$ cat src/hdl/pointer_bijection_checker_macros.svh
// ----------------------------------------------------------------------------
// pointer bijection checker assertion macros
// shared concurrent assertion forms, clocked on clk with rst_n low as disable
// ----------------------------------------------------------------------------
`ifndef POINTER_BIJECTION_CHECKER_MACROS_SVH
`define POINTER_BIJECTION_CHECKER_MACROS_SVH

// condition that holds at every clock edge outside reset
`define PBC_ASSERT_ALWAYS(lbl, cond, msg) \
  lbl: assert property (@(posedge clk) disable iff (!rst_n) (cond)) else $error(msg);

// antecedent in this cycle implies consequent in the following one
`define PBC_ASSERT_NEXT(lbl, ante, cons, msg) \
  lbl: assert property (@(posedge clk) disable iff (!rst_n) (ante) |=> (cons)) else $error(msg);

// antecedent implies consequent in the same cycle
`define PBC_ASSERT_IMPL(lbl, ante, cons, msg) \
  lbl: assert property (@(posedge clk) disable iff (!rst_n) (ante) |-> (cons)) else $error(msg);

`endif

$ cat src/hdl/pbc_pkg.sv
// ----------------------------------------------------------------------------
// pbc_pkg
// shared types and constants of the pointer bijection checker
// ----------------------------------------------------------------------------
package pbc_pkg;

  localparam int PTR_W             = 64;
  localparam int TABLE_ENTRIES_DEF = 64;

  typedef enum logic [2:0] {
    OUT_MATCH    = 3'd0,
    OUT_MISMATCH = 3'd1,
    OUT_STORED   = 3'd2,
    OUT_MISUSE   = 3'd3,
    OUT_FULL     = 3'd4
  } outcome_t;

  typedef enum logic [1:0] {
    ST_IDLE,
    ST_SCAN,
    ST_RESULT
  } state_t;

  typedef struct packed {
    logic [PTR_W-1:0] partner;
    logic             accepted;
    outcome_t         outcome;
  } result_t;

endpackage

$ cat src/hdl/pbc_engine.sv
// ----------------------------------------------------------------------------
// pbc_engine
// scans the pair table one entry a cycle and decides the outcome of one pair
// ----------------------------------------------------------------------------
`include "pointer_bijection_checker_macros.svh"

module pbc_engine #(
  parameter int TABLE_ENTRIES = pbc_pkg::TABLE_ENTRIES_DEF,
  localparam int AW = (TABLE_ENTRIES > 1) ? $clog2(TABLE_ENTRIES) : 1,
  localparam int CW = $clog2(TABLE_ENTRIES + 1)
) (
  input  logic                    clk,
  input  logic                    rst_n,
  input  logic                    in_valid,
  output logic                    in_ready,
  input  logic [pbc_pkg::PTR_W-1:0] in_rec,
  input  logic [pbc_pkg::PTR_W-1:0] in_rep,
  output logic                    res_valid,
  input  logic                    res_ready,
  output pbc_pkg::result_t        res,
  output logic                    mem_we,
  output logic [AW-1:0]           mem_waddr,
  output logic [AW-1:0]           mem_raddr,
  input  logic [pbc_pkg::PTR_W-1:0] mem_rrec,
  input  logic [pbc_pkg::PTR_W-1:0] mem_rrep
);

  pbc_pkg::state_t state_r, state_nxt;

  logic [pbc_pkg::PTR_W-1:0] rec_r, rep_r;
  logic [CW-1:0]             idx_r, idx_nxt;
  logic [CW-1:0]             used_r, used_nxt;
  logic                      cmp_vld_r, cmp_vld_nxt;
  logic                      mis_r, mis_nxt;
  logic [pbc_pkg::PTR_W-1:0] mis_partner_r, mis_partner_nxt;
  pbc_pkg::result_t          res_r, res_nxt;

  logic issue, rec_hit, rep_hit, finish, accept, table_full;

  assign accept     = in_valid && in_ready;
  assign rec_hit    = cmp_vld_r && (mem_rrec == rec_r);
  assign rep_hit    = cmp_vld_r && (mem_rrep == rep_r);
  assign table_full = (used_r == CW'(TABLE_ENTRIES));

  // next state
  always_comb begin
    state_nxt = state_r;
    case (state_r)
      pbc_pkg::ST_IDLE: begin
        if (in_valid) begin
          state_nxt = pbc_pkg::ST_SCAN;
        end
      end
      pbc_pkg::ST_SCAN: begin
        if (finish) begin
          state_nxt = pbc_pkg::ST_RESULT;
        end
      end
      pbc_pkg::ST_RESULT: begin
        if (res_ready) begin
          state_nxt = pbc_pkg::ST_IDLE;
        end
      end
      default: state_nxt = pbc_pkg::ST_IDLE;
    endcase
  end

  // state outputs
  always_comb begin
    in_ready  = 1'b0;
    res_valid = 1'b0;
    issue     = 1'b0;
    finish    = 1'b0;
    case (state_r)
      pbc_pkg::ST_IDLE:   in_ready = 1'b1;
      pbc_pkg::ST_SCAN: begin
        issue  = (idx_r < used_r);
        finish = rec_hit || !issue;
      end
      pbc_pkg::ST_RESULT: res_valid = 1'b1;
      default: ;
    endcase
  end

  // scan datapath and outcome decision
  always_comb begin
    idx_nxt         = idx_r;
    used_nxt        = used_r;
    cmp_vld_nxt     = issue && !finish;
    mis_nxt         = mis_r;
    mis_partner_nxt = mis_partner_r;
    res_nxt         = res_r;
    mem_we          = 1'b0;

    if (accept) begin
      idx_nxt = '0;
      mis_nxt = 1'b0;
    end
    if (issue) begin
      idx_nxt = idx_r + CW'(1);
    end
    if (rep_hit) begin
      mis_nxt         = 1'b1;
      mis_partner_nxt = mem_rrec;
    end

    if (finish) begin
      res_nxt.partner  = '0;
      res_nxt.accepted = 1'b0;
      if (rec_hit) begin
        if (mem_rrep == rep_r) begin
          res_nxt.outcome  = pbc_pkg::OUT_MATCH;
          res_nxt.accepted = 1'b1;
        end else begin
          res_nxt.outcome = pbc_pkg::OUT_MISMATCH;
          res_nxt.partner = mem_rrep;
        end
      end else if (rep_hit || mis_r) begin
        res_nxt.outcome = pbc_pkg::OUT_MISUSE;
        res_nxt.partner = rep_hit ? mem_rrec : mis_partner_r;
      end else if (table_full) begin
        res_nxt.outcome = pbc_pkg::OUT_FULL;
      end else begin
        res_nxt.outcome  = pbc_pkg::OUT_STORED;
        res_nxt.accepted = 1'b1;
        mem_we           = 1'b1;
        used_nxt         = used_r + CW'(1);
      end
    end
  end

  assign mem_raddr = idx_r[AW-1:0];
  assign mem_waddr = used_r[AW-1:0];
  assign res       = res_r;

  always_ff @(posedge clk) begin
    if (!rst_n) begin
      state_r   <= pbc_pkg::ST_IDLE;
      used_r    <= '0;
      cmp_vld_r <= 1'b0;
      idx_r     <= '0;
      mis_r     <= 1'b0;
    end else begin
      state_r   <= state_nxt;
      used_r    <= used_nxt;
      cmp_vld_r <= cmp_vld_nxt;
      idx_r     <= idx_nxt;
      mis_r     <= mis_nxt;
    end
  end

  always_ff @(posedge clk) begin
    if (accept) begin
      rec_r <= in_rec;
      rep_r <= in_rep;
    end
    mis_partner_r <= mis_partner_nxt;
    res_r         <= res_nxt;
  end

  `PBC_ASSERT_ALWAYS(a_used_bound, used_r <= CW'(TABLE_ENTRIES), "fill count beyond table size")
  `PBC_ASSERT_NEXT(a_store_counts, mem_we, used_r == $past(used_r) + CW'(1), "store did not advance fill count")
  `PBC_ASSERT_IMPL(a_cmp_in_scan, cmp_vld_r, state_r == pbc_pkg::ST_SCAN, "read data pending outside scan")
  `PBC_ASSERT_IMPL(a_idx_bound, state_r == pbc_pkg::ST_SCAN, idx_r <= used_r, "scan index past filled entries")

endmodule

$ cat config.mk
export PLATFORM = sky130hd
export DESIGN_NAME = pbc_engine
export DESIGN_NICKNAME = d
export VERILOG_FILES = /design/src/hdl/pbc_pkg.sv /design/src/hdl/pbc_engine.sv
export VERILOG_INCLUDE_DIRS = /design/src /design/src/hdl
export SDC_FILE = /design/constraint.sdc
export NUM_CORES = 1
export LEC_CHECK = 0
export BUFFER_PORTS_ARGS = -buffer_cell sky130_fd_sc_hd__buf_2
export CAP_MARGIN = 20
export CORE_MARGIN = 2
export CORE_UTILIZATION = 45
export DETAILED_ROUTE_END_ITERATION = 16
export GPL_TIMING_DRIVEN = 0
export PLACE_DENSITY = 0.73
export RECOVER_POWER = 25
export SYNTH_ARGS = -nofsm -noshare
export SYNTH_HDL_FRONTEND = slang
export SYNTH_SLANG_ARGS = --single-unit
export TNS_END_PERCENT = 1
$ cat constraint.sdc
create_clock -name clk -period 9.95 [get_ports clk]
set_input_delay 0.995 -clock clk [delete_from_list [all_inputs] [get_ports clk]]
set_output_delay 0.995 -clock clk [all_outputs]
set_load 0.05 [all_outputs]
### Word-level counts from Yosys, hierarchy flattened

Index checks and enable logic that the tools add are counted.

| operators by class | value |
|---|---|
| muxes and demuxes | 24 |
| add/sub/neg operators | 2 |
| order comparisons | 1 |
| equal/unequal tests | 8 |
| reduce and logical (&&, ||, !) cells | 13 |
| bitwise operators | 3 |

Operator list:

| kind | count |
|---|---|
| two-way mux 64 bit | 3 |
| == test 64 bit | 2 |
| two-way mux 68 bit | 1 |
| adder 7 x 1 -> 7 bit (second input constant) | 2 |
| two-way mux 7 bit | 2 |
| two-way mux 1 bit | 12 |
| == test 7 bit (second input constant) | 1 |
| < comparator 7 bit | 1 |
| two-way mux 2 bit | 3 |
| two-way mux 3 bit | 2 |
| != test 2 bit (second input constant) | 3 |
| case mux 2 bit (3 select lines) | 1 |
| logical AND 1 bit | 4 |
| AND reduction 4 bit | 1 |
| nonzero test 2 bit | 2 |
| inverter 1 bit | 3 |
| AND reduction 3 bit | 1 |
| == test 2 x 1 -> 1 bit (second input constant) | 1 |
| == test 2 bit (second input constant) | 1 |
| logical NOT 1 bit | 2 |
| logical NOT 2 bit | 1 |
| logical OR 1 bit | 2 |

| word-level totals | value |
|---|---|
| logic and storage cells | 62 |
| register bits after elaboration | 278 |
| output and inout port bits | 83 |
| input bits | 260 |

### Longest topological paths before layout

Gate-level depths: netlist (run 1).

| logic depth | value |
|---|---|
| word-level depth | 6 |
| depth in mapped cells | 10 |
| mapped depth without buffers | 8 |

### Least setup slack after synthesis (run 1)

No wires, ideal clock.

| timing path | value |
|---|---|
| path type | input to register |
| from | input mem_rrec[34] (netlist bit) |
| to | register res_r (netlist bit res[0]) (enable) |
| setup time | 0.601 ns |
| data arrival time | 7.309 ns |
| stages on the path | 6 |
| data required time | 9.349 ns |
| setup slack | 2.040 ns |
| path buffers | 0 |
| path through | nor2b_1 > a2111o_1 > nor4_1 > nand4_1 > or2_2 > a21boi_0 |

| between the ends | value |
|---|---|
| cells in the longest elaborated chain, start to end | 4 |

RTL lines:

| what | line | source |
|---|---|---|
| start, declared | pbc_engine.sv:24 | `input logic [pbc_pkg::PTR_W-1:0] mem_rrec,` |
| == test 64 bit | pbc_engine.sv:41 | `assign rec_hit = cmp_vld_r && (mem_rrec == rec_r);` |
| logical AND 1 bit | pbc_engine.sv:41 |  |
| logical OR 1 bit | pbc_engine.sv:78 | `finish = rec_hit \|\| !issue;` |
| two-way mux 1 bit | pbc_engine.sv:74 | `case (state_r)` |
| via finish | pbc_engine.sv:38 | `logic issue, rec_hit, rep_hit, finish, accept, table_full;` |
| end signal, assigned | pbc_engine.sv:158 | `res_r <= res_nxt;` |
| end, declared | pbc_engine.sv:36 | `pbc_pkg::result_t res_r, res_nxt;` |

The timed path passes the listed nets, and every way through them passes these cells.
A chain may end at the register's enable or synchronous reset.

### Worst setup path in the final report (run 1)

| timing path | value |
|---|---|
| from | input mem_rrep[4] (netlist bit) |
| to | output mem_we |

| between the ends | value |
|---|---|
| cells in the longest elaborated chain, start to end | 6 |

RTL lines:

| what | line | source |
|---|---|---|
| start, declared | pbc_engine.sv:25 | `input logic [pbc_pkg::PTR_W-1:0] mem_rrep` |
| == test 64 bit | pbc_engine.sv:42 | `assign rep_hit = cmp_vld_r && (mem_rrep == rep_r);` |
| logical AND 1 bit | pbc_engine.sv:42 |  |
| logical OR 1 bit | pbc_engine.sv:118 | `end else if (rep_hit \|\| mis_r) begin` |
| two-way mux 1 bit | pbc_engine.sv:118 |  |
| two-way mux 1 bit | pbc_engine.sv:110 | `if (rec_hit) begin` |
| two-way mux 1 bit | pbc_engine.sv:107 | `if (finish) begin` |
| end, declared | pbc_engine.sv:21 | `output logic mem_we,` |

Every way passes these cells.

==> metrics.log, run 1 <==
INFO  metric critPathCaptureType = output port
INFO  metric post_synth_most_frequent_cells = 196 x edfxtp_1, 82 x dfxtp_1, 67 x xor2_1
INFO  metric ys_seq_area_share = 66.20%
INFO  metric timing_hold_violations_final = 0
INFO  metric post-route-drc-count = 0
INFO  metric ios = 343
INFO  metric finalMaxSlewViolations = 42
INFO  metric fin_cells = 1506
INFO  metric gr-total-overflow = 0
INFO  metric finalHoldWorstSlack = 0.4669 ns
INFO  metric grt_usage = 25.10%
INFO  metric grt_max_degree = 90
INFO  metric timing.reg2reg.setup_slack = 6.14 ns
INFO  metric synth_cells = 771
INFO  metric worst-slew-pin-transition = 2.178 ns
INFO  metric post_route_cells_drive_above_1_share = 40.75%
INFO  metric crit_slowest_cell = nor4_1
INFO  metric numPlacedInstances = 1447
INFO  metric postRouteWirelength = 34.22 mm
INFO  metric synth.lib_cells_used.distinct = 44
INFO  metric path_clk_slew = 0.06 ns
INFO  metric yosysTopAreaCell = edfxtp_1
INFO  metric clock_path_buffers = 3
INFO  metric place.port_buffers = 342
INFO  metric coreArea = 0.02496 mm²
INFO  metric root_buffer = clkbuf_16
INFO  metric synth_area = 0.01137 mm²
INFO  metric route.vias.total = 7926
INFO  metric ys_seq_elements = 278
INFO  metric std_cell_rows = 58
INFO  metric critical_path_required = 8.96 ns
INFO  metric synth_flop_cell = edfxtp_1
INFO  metric via_count_of_the_first_global_routing_pass = 7944
INFO  metric postCtsResizedCells = 0
INFO  metric max_freq = 201.2 MHz
INFO  metric run_status = finished, violations left
INFO  metric finalClockSkew = 0.02031 ns
INFO  metric unrepaired_setup_endpoints_after_global_routing = false
INFO  metric failed_checks = capacitance limit, slew limit
INFO  metric slew_headroom = -46.02%
INFO  metric cts_post_setup_buffers_inserted = 0
INFO  metric yosys.cell_count.top_type = edfxtp_1
INFO  metric grt_first_pass_wirelength = 48.03 mm
INFO  metric place.detailed.hpwl = 26.19 mm
INFO  metric power-per-cell-area = 195.1 mW/mm²
INFO  metric synth_edf_count = 196
INFO  metric path_common_cell = buf_2
INFO  metric arrival = 3.97 ns
INFO  metric vdd.ir_drop.worst = 0.1663 mV
INFO  metric cp_top_family = simple AND/OR/NAND/NOR gates
INFO  metric timing.hold.worst.class = reg -> reg
INFO  metric drt_pre_antenna_iters = 5
INFO  metric top_cells_by_area_in_the_synthesized_netlist = edfxtp_1 52%, dfxtp_1 14%, xor2_1 5.2%
INFO  metric cts-buffers-inserted = 30
INFO  metric timing.setup.critical_path_class = in -> out
INFO  metric report.final.setup_viol = 0
INFO  metric dr.first_iter.drc_count = 748
INFO  metric crit_path_max_incr_delay = 0.82 ns
INFO  metric final_antenna_net_count = 0
INFO  metric die_area = 0.02656 mm²
INFO  metric synth-async-reset-ratio = 0%
INFO  metric cp_cell_sequence = buf_2 -> xor2_1 -> nor4_1 -> nand4_1 -> nor4_4 -> a21o_1 -> clkbuf_1 -> nor2_1 -> buf_2
INFO  metric netlist.area_leader.share = 51.76%
INFO  metric syn2layout_area_growth = 29.16%
INFO  metric synth_area_per_cell = 14.75 µm²
INFO  metric design.final.nets = 1418
INFO  metric fin_crit = 4.969 ns
INFO  metric finalWeightedCongestion = 0.9108
INFO  metric insertion_delay = 0.56 ns
INFO  metric die_height = 163.0 µm
INFO  metric clock_tree.htree_level_count = 1
INFO  metric yosysWarnings = 0
INFO  metric width_of_the_die = 163.0 µm
INFO  metric power_leakage = 5.925 nW
INFO  metric clock_sink_count = 278
INFO  metric hold_buffers = 0
INFO  metric avgViaCountPerCell = 5.263
INFO  metric worst_setup_path_start_kind = input port
INFO  metric cts_tree = done
INFO  metric synth_fp_nets = 1040
INFO  metric fin_util = 58.83%
INFO  metric max-cap-violations = 1
INFO  metric number_of_antenna_violations_at_the_first_check_in_global_routing = 4
INFO  metric worst-path-max-fanout = 10
INFO  metric crit_buf_inv = 3
INFO  metric start_util = 45.55%
INFO  metric routedWlPerCell = 22.72 µm
INFO  metric fin_crit_sh = 49.94%
[state kept, by name (all words and copies together) (netlist names)]
name	count
used_r	7
rep_r	64
idx_r	7
res	68
mis_r	1
cmp_vld_r	1
rec_r	64
state_r	2
mis_partner_r	64
[layout make-up]
cell class                      count  area (µm²)
Fill cell                        2035       10280
Sequential cell                   278        7527
Multi-Input combinational cell    443        3566
Timing Repair Buffer              346        1804
Clock buffer                       38       842.1
Tap cell                          330       412.9
Clock inverter                     18       236.5
Buffer                             35       232.7
Inverter                           15       57.56
Antenna cell                        3       7.507
[metal layers]
layer | vias up | routed length (µm) | global-route usage [%] | share of wire [%]
met5 | - | 30 | 0 | 0.088
met4 | 4 | 941 | 7.643 | 2.7
met3 | 51 | 2629 | 5.348 | 7.7
met2 | 364 | 17030 | 44.09 | 50
met1 | 3829 | 13590 | 31.05 | 40
li1 | 3678 | - | - | -
[cell usage in the layout, fill, tap and decap left out, drive strengths merged, types with 2 or more instances in the layout]
master	instances
a21boi	2
a21o	2
a21oi	12
a22o	65
a31oi	4
and3	4
buf	368
bufinv	5
clkbuf	51
clkinv	9
clkinvlp	4
dfxtp	82
diode	3
edfxtp	196
ha	9
inv	15
mux2	65
nand2	19
nand2b	30
nand3	12
nand3b	6
nand4	24
nor2	9
nor2b	6
nor3	6
nor4	24
nor4b	3
o2111ai	6
o21a	3
o21ai	7
o31a	2
or2	3
or3	4
xnor2	42
xor2	67
[power by group]
group	switching (mW)	internal [mW]
registers	0.0252	1.32
clock network	0.470	0.729
logic	0.220	0.103
total	0.714	2.15
[worst paths after layout]
kind                           from                end  depth (start not counted)
hold / removal    mis_partner_r[63]  mis_partner_r[63]                          1
hold reg to reg   mis_partner_r[63]  mis_partner_r[63]                          1
setup reg to reg           rep_r[4]            res[46]                          8
setup / recovery        mem_rrep[4]             mem_we                          9
[kinds of logic (layout without fill, tap and decap cells)]
group	Yosys count	in the layout	synth area share (%)
xor+xnor	109	109	8.396
other cells	0	3	0
fa+ha+maj	9	9	0.9903
compound gates	108	108	7.526
flops	278	278	66.20
buf+inv	50	452	2.542
mux	66	66	6.525
simple gates	151	151	7.824
[metrics by stage]
stage / setup TNS, ns / cell area [µm²] / total power, mW / worst slack (ns)
detailed placement: 0 / 13610 / 1.691 / 4.985
global route: 0 / 14680 / 2.947 / 4.864
global placement: -158.79 / 13500 / 1.693 / -2.315
finish: 0 / 14690 / 2.865 / 4.981
CTS: 0 / 14690 / 2.883 / 4.979
floorplan: 0 / 11370 / 1.549 / 2.040
Note: power is estimated with default switching activity, not from simulation.
==> run 2: changes to the inputs <==
- clock period: 9.95 -> 4.97 ns (I/O delays scaled with it)
==> run 2 against run 1 <==
  * Combinational power grew 100%
  * Total power grew 98%
  * Sequential power grew 100%
  * Critical path depth shrank 1
  * Via count grew 0.86%
  * Register-to-register slack lost 5.0 ns
  * Clock power grew 94%
  * Non-clock buffer count is the same
  * Die area is the same
  * Largest power group unchanged
  * The flow still finishes with violations (capacitance limit, slew limit)
==> metrics.log, run 2 (synthesis gave the netlist of run 1 again) <==
INFO  metric run_status = finished, violations left
INFO  metric failed_checks = capacitance limit, slew limit
INFO  metric timing.hold.worst.class = in -> reg
INFO  metric final_antenna_net_count = 0 (unchanged)
INFO  metric max_freq = 232.2 MHz
INFO  metric power_leakage = 5.906 nW (-0.31%)
INFO  metric routedWlPerCell = 22.72 µm (about the same)
INFO  metric critPathCaptureType = output port
INFO  metric avgViaCountPerCell = 5.305 (+0.79%)
INFO  metric timing_hold_violations_final = 0 (unchanged)
INFO  metric fin_crit_sh = 86.67%
INFO  metric width_of_the_die = 163.0 µm (unchanged)
INFO  metric place.detailed.hpwl = 26.13 mm (-0.23%)
INFO  metric hold_buffers = 0 (unchanged)
INFO  metric gr-total-overflow = 0 (unchanged)
INFO  metric start_util = 45.55% (unchanged)
INFO  metric post-route-drc-count = 0 (unchanged)
INFO  metric die_area = 0.02656 mm² (unchanged)
INFO  metric postCtsResizedCells = 0 (unchanged)
INFO  metric layout_commonest_cell = buf_2
INFO  metric syn2layout_area_growth = 28.78%
INFO  metric root_buffer = clkbuf_16
INFO  metric clock_sink_count = 278 (unchanged)
INFO  metric clock_path_buffers = 3 (unchanged)
INFO  metric finalClockSkew = 0.01299 ns (-0.007323 ns)
INFO  metric max-cap-violations = 1 (unchanged)
INFO  metric insertion_delay = 0.56 ns (about the same)
INFO  metric crit_slowest_cell = nor4_1
INFO  metric place.port_buffers = 342 (unchanged)
INFO  metric arrival = 3.81 ns (-0.16 ns)
INFO  metric unrepaired_setup_endpoints_after_global_routing = false
INFO  metric ios = 343 (unchanged)
INFO  metric power-per-cell-area = 386.8 mW/mm² (+98%)
INFO  metric sequential_cell_area = 0.007527 mm² (unchanged)
INFO  metric grt_max_degree = 87 (-3.3%)
INFO  metric multi_input_comb_area = 0.003566 mm² (unchanged)
INFO  metric std_cell_rows = 58 (unchanged)
INFO  metric die_height = 163.0 µm (unchanged)
INFO  metric dr.first_iter.drc_count = 617 (-18%)
INFO  metric final_cell_mix = 349 x buf_2, 196 x edfxtp_1, 82 x dfxtp_1
INFO  metric drt_pre_antenna_iters = 7 (+2)
INFO  metric worst_setup_path_start_kind = flip-flop
INFO  metric path_clk_slew = 0.07 ns (about the same)
INFO  metric report.final.setup_viol = 0 (unchanged)
INFO  metric finalMaxSlewViolations = 45 (+7.1%)
INFO  metric pre_cts_slack = 0.8898 ns (-4.095 ns)
INFO  metric clock_tree.htree_level_count = 1 (unchanged)
INFO  metric worst-slew-pin-transition = 2.323 ns (+0.1443 ns)
INFO  metric critical_path_required = 4.47 ns (-4.49 ns)
INFO  metric finalWeightedCongestion = 0.8940 (-1.8%)
INFO  metric postRouteWirelength = 34.24 mm (about the same)
INFO  metric slew_headroom = -55.69% (-9.7 points)
INFO  metric number_of_antenna_violations_at_the_first_check_in_global_routing = 8 (+4)
INFO  metric via_count_of_the_first_global_routing_pass = 8011 (+0.84%)
INFO  metric route.vias.total = 7994 (+0.86%)
INFO  metric cts-buffers-inserted = 29 (-3.3%)
INFO  metric setup_ws_final = 0.6624 ns (-4.319 ns)
INFO  metric cts_post_setup_buffers_inserted = 0 (unchanged)
INFO  metric fin_crit = 4.308 ns
INFO  metric fill_cells = 2076 (+2.0%)
INFO  metric vdd.ir_drop.worst = 0.3525 mV (+110%)
INFO  metric crit_path_max_incr_delay = 0.83 ns (about the same)
INFO  metric timing.setup.critical_path_class = reg -> out
INFO  metric coreArea = 0.02496 mm² (unchanged)
INFO  metric worst-path-max-fanout = 10 (unchanged)
INFO  metric post_route_cells_drive_above_1_share = 40.82% (+0.070 points)
INFO  metric grt_first_pass_wirelength = 48.62 mm (+1.2%)
INFO  metric grt_usage = 25.32% (+0.22 points)
INFO  metric cp_cell_sequence = xor2_1 -> nor4_1 -> nand4_1 -> nor4_4 -> a21o_1 -> clkbuf_1 -> nor2_1 -> buf_2
INFO  metric largest_register_ff_count = 68 (unchanged)
INFO  metric post-layout-total-power = 5.664 mW (+98%)
INFO  metric finalSetupTns = 0 ns (unchanged)
INFO  metric fin_cells = 1507 (+0.066%)
INFO  metric design.final.nets = 1417 (-0.071%)
INFO  metric numPlacedInstances = 1447 (unchanged)
INFO  metric cts_tree = done
## run 2: changes by cell type in the layout (fill, tap and decap cells not counted)
cell and change:
diode_2 +3, buf_16 -1, buf_2 +3, clkinv_1 +2, buf_12 +1, clkbuf_8 -4
clkbuf_16 -2, inv_16 +1, bufinv_16 +1, clkinv_2 +1, clkbuf_1 -4
## run 2: metrics by stage
stage          instance area, µm²  util [%]  hold slack (ns)
3_5_place_dp                13610     54.51           0.4529
6_report                    14640     58.66           0.1062
2_1_floorplan               11370         -           0.4395
3_3_place_gp                13500     54.07           0.4461
5_1_grt                     14640     58.65          0.08239
4_1_cts                     14640     58.64          0.08673
## run 2: final timing paths
kind                            slack (ns)               from           endpoint  cells after the start
worst max-delay path                  0.66           rep_r[4]             mem_we                      8
worst min-delay path                  0.11         in_rep[40]          rep_r[40]                      1
worst max register to register        1.11           rep_r[4]            res[21]                      8
worst min register to register        0.47  mis_partner_r[42]  mis_partner_r[42]                      1
## run 2: cell type report
class | instances | share of cell area, %
timing repair buffer | 346 | 12.30
inverter | 15 | 0.3930
clock inverter | 23 | 2.042
buffer | 35 | 1.589
multi-input combinational | 443 | 24.35
sequential | 278 | 51.40
antenna | 6 | 0.1025
tap | 330 | 2.820
clock buffer | 31 | 5.007
## run 2: critical path, delay by kind of cell, from the launching register on
family          cells  cell delay [ns]
simple gates        4             1.84
xor+xnor            1             0.21
buf+inv             2             0.57
flops               1             0.38
compound gates      1             0.25
## run 2: layer usage
layer / vias to the layer above / global-route usage [%] / part of all wire, %
met1: 3833 / 31.77 / 39
met2: 407 / 43.76 / 49
met4: 6 / 9.533 / 3.8
met5: - / 0 / 0.11
met3: 75 / 4.533 / 7.3
li1: 3673 / - / -
## run 2: report_power, final
group	switching (mW)	leakage (nW)	internal, mW
Clock	0.938	0.500	1.39
Sequential	0.0504	2.47	2.64
Combinational	0.438	2.94	0.205
Total	1.43	5.91	4.24
==> run 3: changes to the inputs <==
- CORE_ASPECT_RATIO: unset -> 1.5
==> run 3 against run 2 <==
  * The flow now finishes without violations
  * First-iteration DRC count fell by 43%
  * Die area hardly changed
  * Register-to-register slack gained 0.22 ns
  * Combinational power hardly changed
  * Utilization is 0.35 points lower
==> metrics.log, run 3 (synthesis gave the netlist of run 1 again) <==
INFO  metric run_status = finished clean
INFO  metric place.port_buffers = 342 (unchanged)
INFO  metric cts_post_setup_buffers_inserted = 0 (unchanged)
INFO  metric routedWlPerCell = 22.91 µm (+0.82%)
INFO  metric start_util = 45.55% (about the same)
INFO  metric layout_commonest_cell = buf_2
INFO  metric drt_pre_antenna_iters = 5 (-2)
INFO  metric critPathCaptureType = output port
INFO  metric grt_first_pass_wirelength = 48.87 mm (+0.50%)
INFO  metric timing_hold_violations_final = 0 (unchanged)
INFO  metric cts_tree = done
INFO  metric finalSetupTns = 0 ns (unchanged)
INFO  metric worst-slew-pin-transition = 0.7841 ns (-1.539 ns)
INFO  metric fill_cells = 2067 (-0.43%)
INFO  metric number_of_antenna_violations_at_the_first_check_in_global_routing = 6 (-2)
INFO  metric grt_max_degree = 85 (-2.3%)
INFO  metric hold_buffers = 0 (unchanged)
INFO  metric intPower = 4.194 mW (-1.0%)
INFO  metric post-route-drc-count = 0 (unchanged)
INFO  metric cp_top_family = simple AND/OR/NAND/NOR gates
INFO  metric timing.reg2reg.setup_slack = 1.33 ns (+0.22 ns)
INFO  metric cp_cell_sequence = xor2_1 -> nor4_1 -> nand4_1 -> nor4_4 -> a21o_1 -> clkbuf_1 -> nor2_1 -> buf_2
INFO  metric dr.first_iter.drc_count = 352 (-43%)
INFO  metric power-per-cell-area = 382.2 mW/mm² (-1.2%)
INFO  metric unrepaired_setup_endpoints_after_global_routing = false
INFO  metric timing.setup.critical_path_class = reg -> out
INFO  metric postRouteWirelength = 34.39 mm (+0.42%)
INFO  metric sequential_cell_area = 0.007527 mm² (unchanged)
INFO  metric switchingPower = 1.370 mW (-4.0%)
INFO  metric clock_path_buffers = 3 (unchanged)
INFO  metric grt_usage = 25.49% (+0.17 points)
INFO  metric r2r-start = rec_r[62]
INFO  metric ios = 343 (unchanged)
INFO  metric max_freq = 247.5 MHz (+6.6%)
INFO  metric ff2ff_path_depth = 8 (unchanged)
INFO  metric largest_register_ff_count = 68 (unchanged)
INFO  metric insertion_delay = 0.54 ns (-0.02 ns)
INFO  metric root_buffer = clkbuf_16
INFO  metric fin_util = 58.31% (-0.35 points)
INFO  metric die_area = 0.02658 mm² (about the same)
INFO  metric worst_setup_path_start_kind = flip-flop
INFO  metric fin_crit = 4.040 ns (-0.2673 ns)
INFO  metric seq_power_share = 48.3% (+0.8 points)
INFO  metric via_count_of_the_first_global_routing_pass = 7964 (-0.59%)
INFO  metric setup_ws_final = 0.9298 ns (+0.2673 ns)
INFO  metric clock_sink_count = 278 (unchanged)
INFO  metric final_cell_mix = 334 x buf_2, 196 x edfxtp_1, 82 x dfxtp_1
INFO  metric fin_crit_sh = 81.29% (-5.4 points)
INFO  metric path_clk_slew = 0.06 ns (about the same)
INFO  metric cts-buffers-inserted = 27 (-6.9%)
INFO  metric pre_cts_slack = 1.114 ns (+0.2238 ns)
INFO  metric avgViaCountPerCell = 5.300 (about the same)
INFO  metric syn2layout_area_growth = 28.02%
INFO  metric power_leakage = 5.838 nW (-1.2%)
INFO  metric crit_buf_inv = 2 (unchanged)
INFO  metric place.detailed.hpwl = 26.61 mm (+1.8%)
INFO  metric crit_slowest_cell = nor4_1
INFO  metric hold_end = rep_r[34]
INFO  metric worst_hold_path.num_cells = 1 (unchanged)
INFO  metric worst-path-max-fanout = 10 (unchanged)
INFO  metric fin_cells = 1501 (-0.40%)
INFO  metric postCtsResizedCells = 0 (unchanged)
INFO  metric coreArea = 0.02496 mm² (about the same)
INFO  metric crit_path_max_incr_delay = 0.70 ns (-0.13 ns)
INFO  metric finalClockSkew = 0.009015 ns (-0.003973 ns)
INFO  metric die_height = 198.7 µm (+22%)
INFO  metric arrival = 3.54 ns (-0.27 ns)
INFO  metric gr-total-overflow = 0 (unchanged)
INFO  metric worstHoldStart = in_rep[34]
INFO  metric numPlacedInstances = 1445 (-0.14%)
INFO  metric clock_tree.htree_level_count = 1 (unchanged)
INFO  metric r2r_end = res[10]
INFO  metric report.final.setup_viol = 0 (unchanged)
INFO  metric finalWeightedCongestion = 0.9063 (+1.4%)
INFO  metric p_comb_share = 11.6% (+0.2 points)
INFO  metric power.switching_fraction = 24.62% (-0.57 points)
INFO  metric clock_share_of_power = 40.1% (-1.1 points)
INFO  metric route.vias.total = 7955 (-0.49%)
INFO  metric finalHoldWorstSlack = 0.1325 ns (+0.02630 ns)
INFO  metric timing.hold.worst.class = in -> reg
INFO  metric vdd.ir_drop.worst = 0.3315 mV (-5.9%)
INFO  metric finalMaxSlewViolations = 0 (-100%)
INFO  metric slew_headroom = 47.25% (+100 points)
INFO  metric width_of_the_die = 133.8 µm (-18%)
INFO  metric post_route_cells_drive_above_1_share = 39.11% (-1.7 points)
INFO  metric final_antenna_net_count = 0 (unchanged)
INFO  metric std_cell_rows = 71 (+22%)
INFO  metric design.final.nets = 1415 (-0.14%)
INFO  metric multi_input_comb_area = 0.003566 mm² (unchanged)
INFO  metric max-cap-violations = 0 (-1)
INFO  metric critical_path_required = 4.47 ns (about the same)
==> run 3: changes by cell type in the layout (fill, tap and decap cells not counted), sizes merged <==
cell and delta:
buf -15, bufinv +1, clkbuf +13, clkinv -2, clkinvlp -1, diode +1
inv -1
==> run 3: worst max-delay path by stage <==
stage	slack, ns	depth (start not counted)	to	from
floorplan	0.40	5	idx_r[2]	state_r[0]
global placement	-1.45	7	res[51]	mem_rrec[62]
detailed placement	1.11	10	res[20]	mem_rrep[25]
CTS	0.83	8	mem_we	rep_r[25]
global route	0.60	8	mem_we	rep_r[25]
finish	0.93	8	mem_we	rep_r[25]
==> run 3: worst reg2reg max path: stages, from the launching register on <==
cell	delay, ns
edfxtp_1	0.38
xnor2_1	0.33
nand4_1	0.14
nor4_1	0.58
nand4_1	0.47
or2_2	0.50
a21boi_4	0.48
buf_12	0.26
buf_16	0.20
==> run 3: final cells by class <==
| cell class | instances | area share [%] |
|---|---|---|
| clock buffer | 29 | 4.693 |
| antenna | 7 | 0.1203 |
| timing repair buffer | 346 | 12.24 |
| tap | 328 | 2.819 |
| inverter | 15 | 0.4212 |
| sequential | 278 | 51.71 |
| buffer | 35 | 1.599 |
| clock inverter | 20 | 1.900 |
| multi-input combinational | 443 | 24.50 |
==> run 3: power groups by stage <==
stage / registers, mW / logic [mW] / clock network, mW
floorplan: 2.90 / 0.190 / 0
global placement: 2.76 / 0.624 / 0
detailed placement: 2.74 / 0.649 / 0
CTS: 2.69 / 0.652 / 2.27
global route: 2.70 / 0.681 / 2.35
finish: 2.69 / 0.644 / 2.23
==> run 3: layer usage <==
layer	vias to the layer above	track usage, %	wire length (µm)
li1	3663	-	-
met1	3834	28.32	12300
met2	366	45.87	17990
met3	90	4.689	2254
met4	2	13.95	1833
met5	-	0	13
==> run 3: metrics by stage <==
stage | power, mW | cell area (µm²)
after floorplan | 3.095 | 11370
after global placement | 3.380 | 13500
after detailed placement | 3.387 | 13600
after CTS | 5.607 | 14560
after global routing | 5.728 | 14550
final | 5.563 | 14560
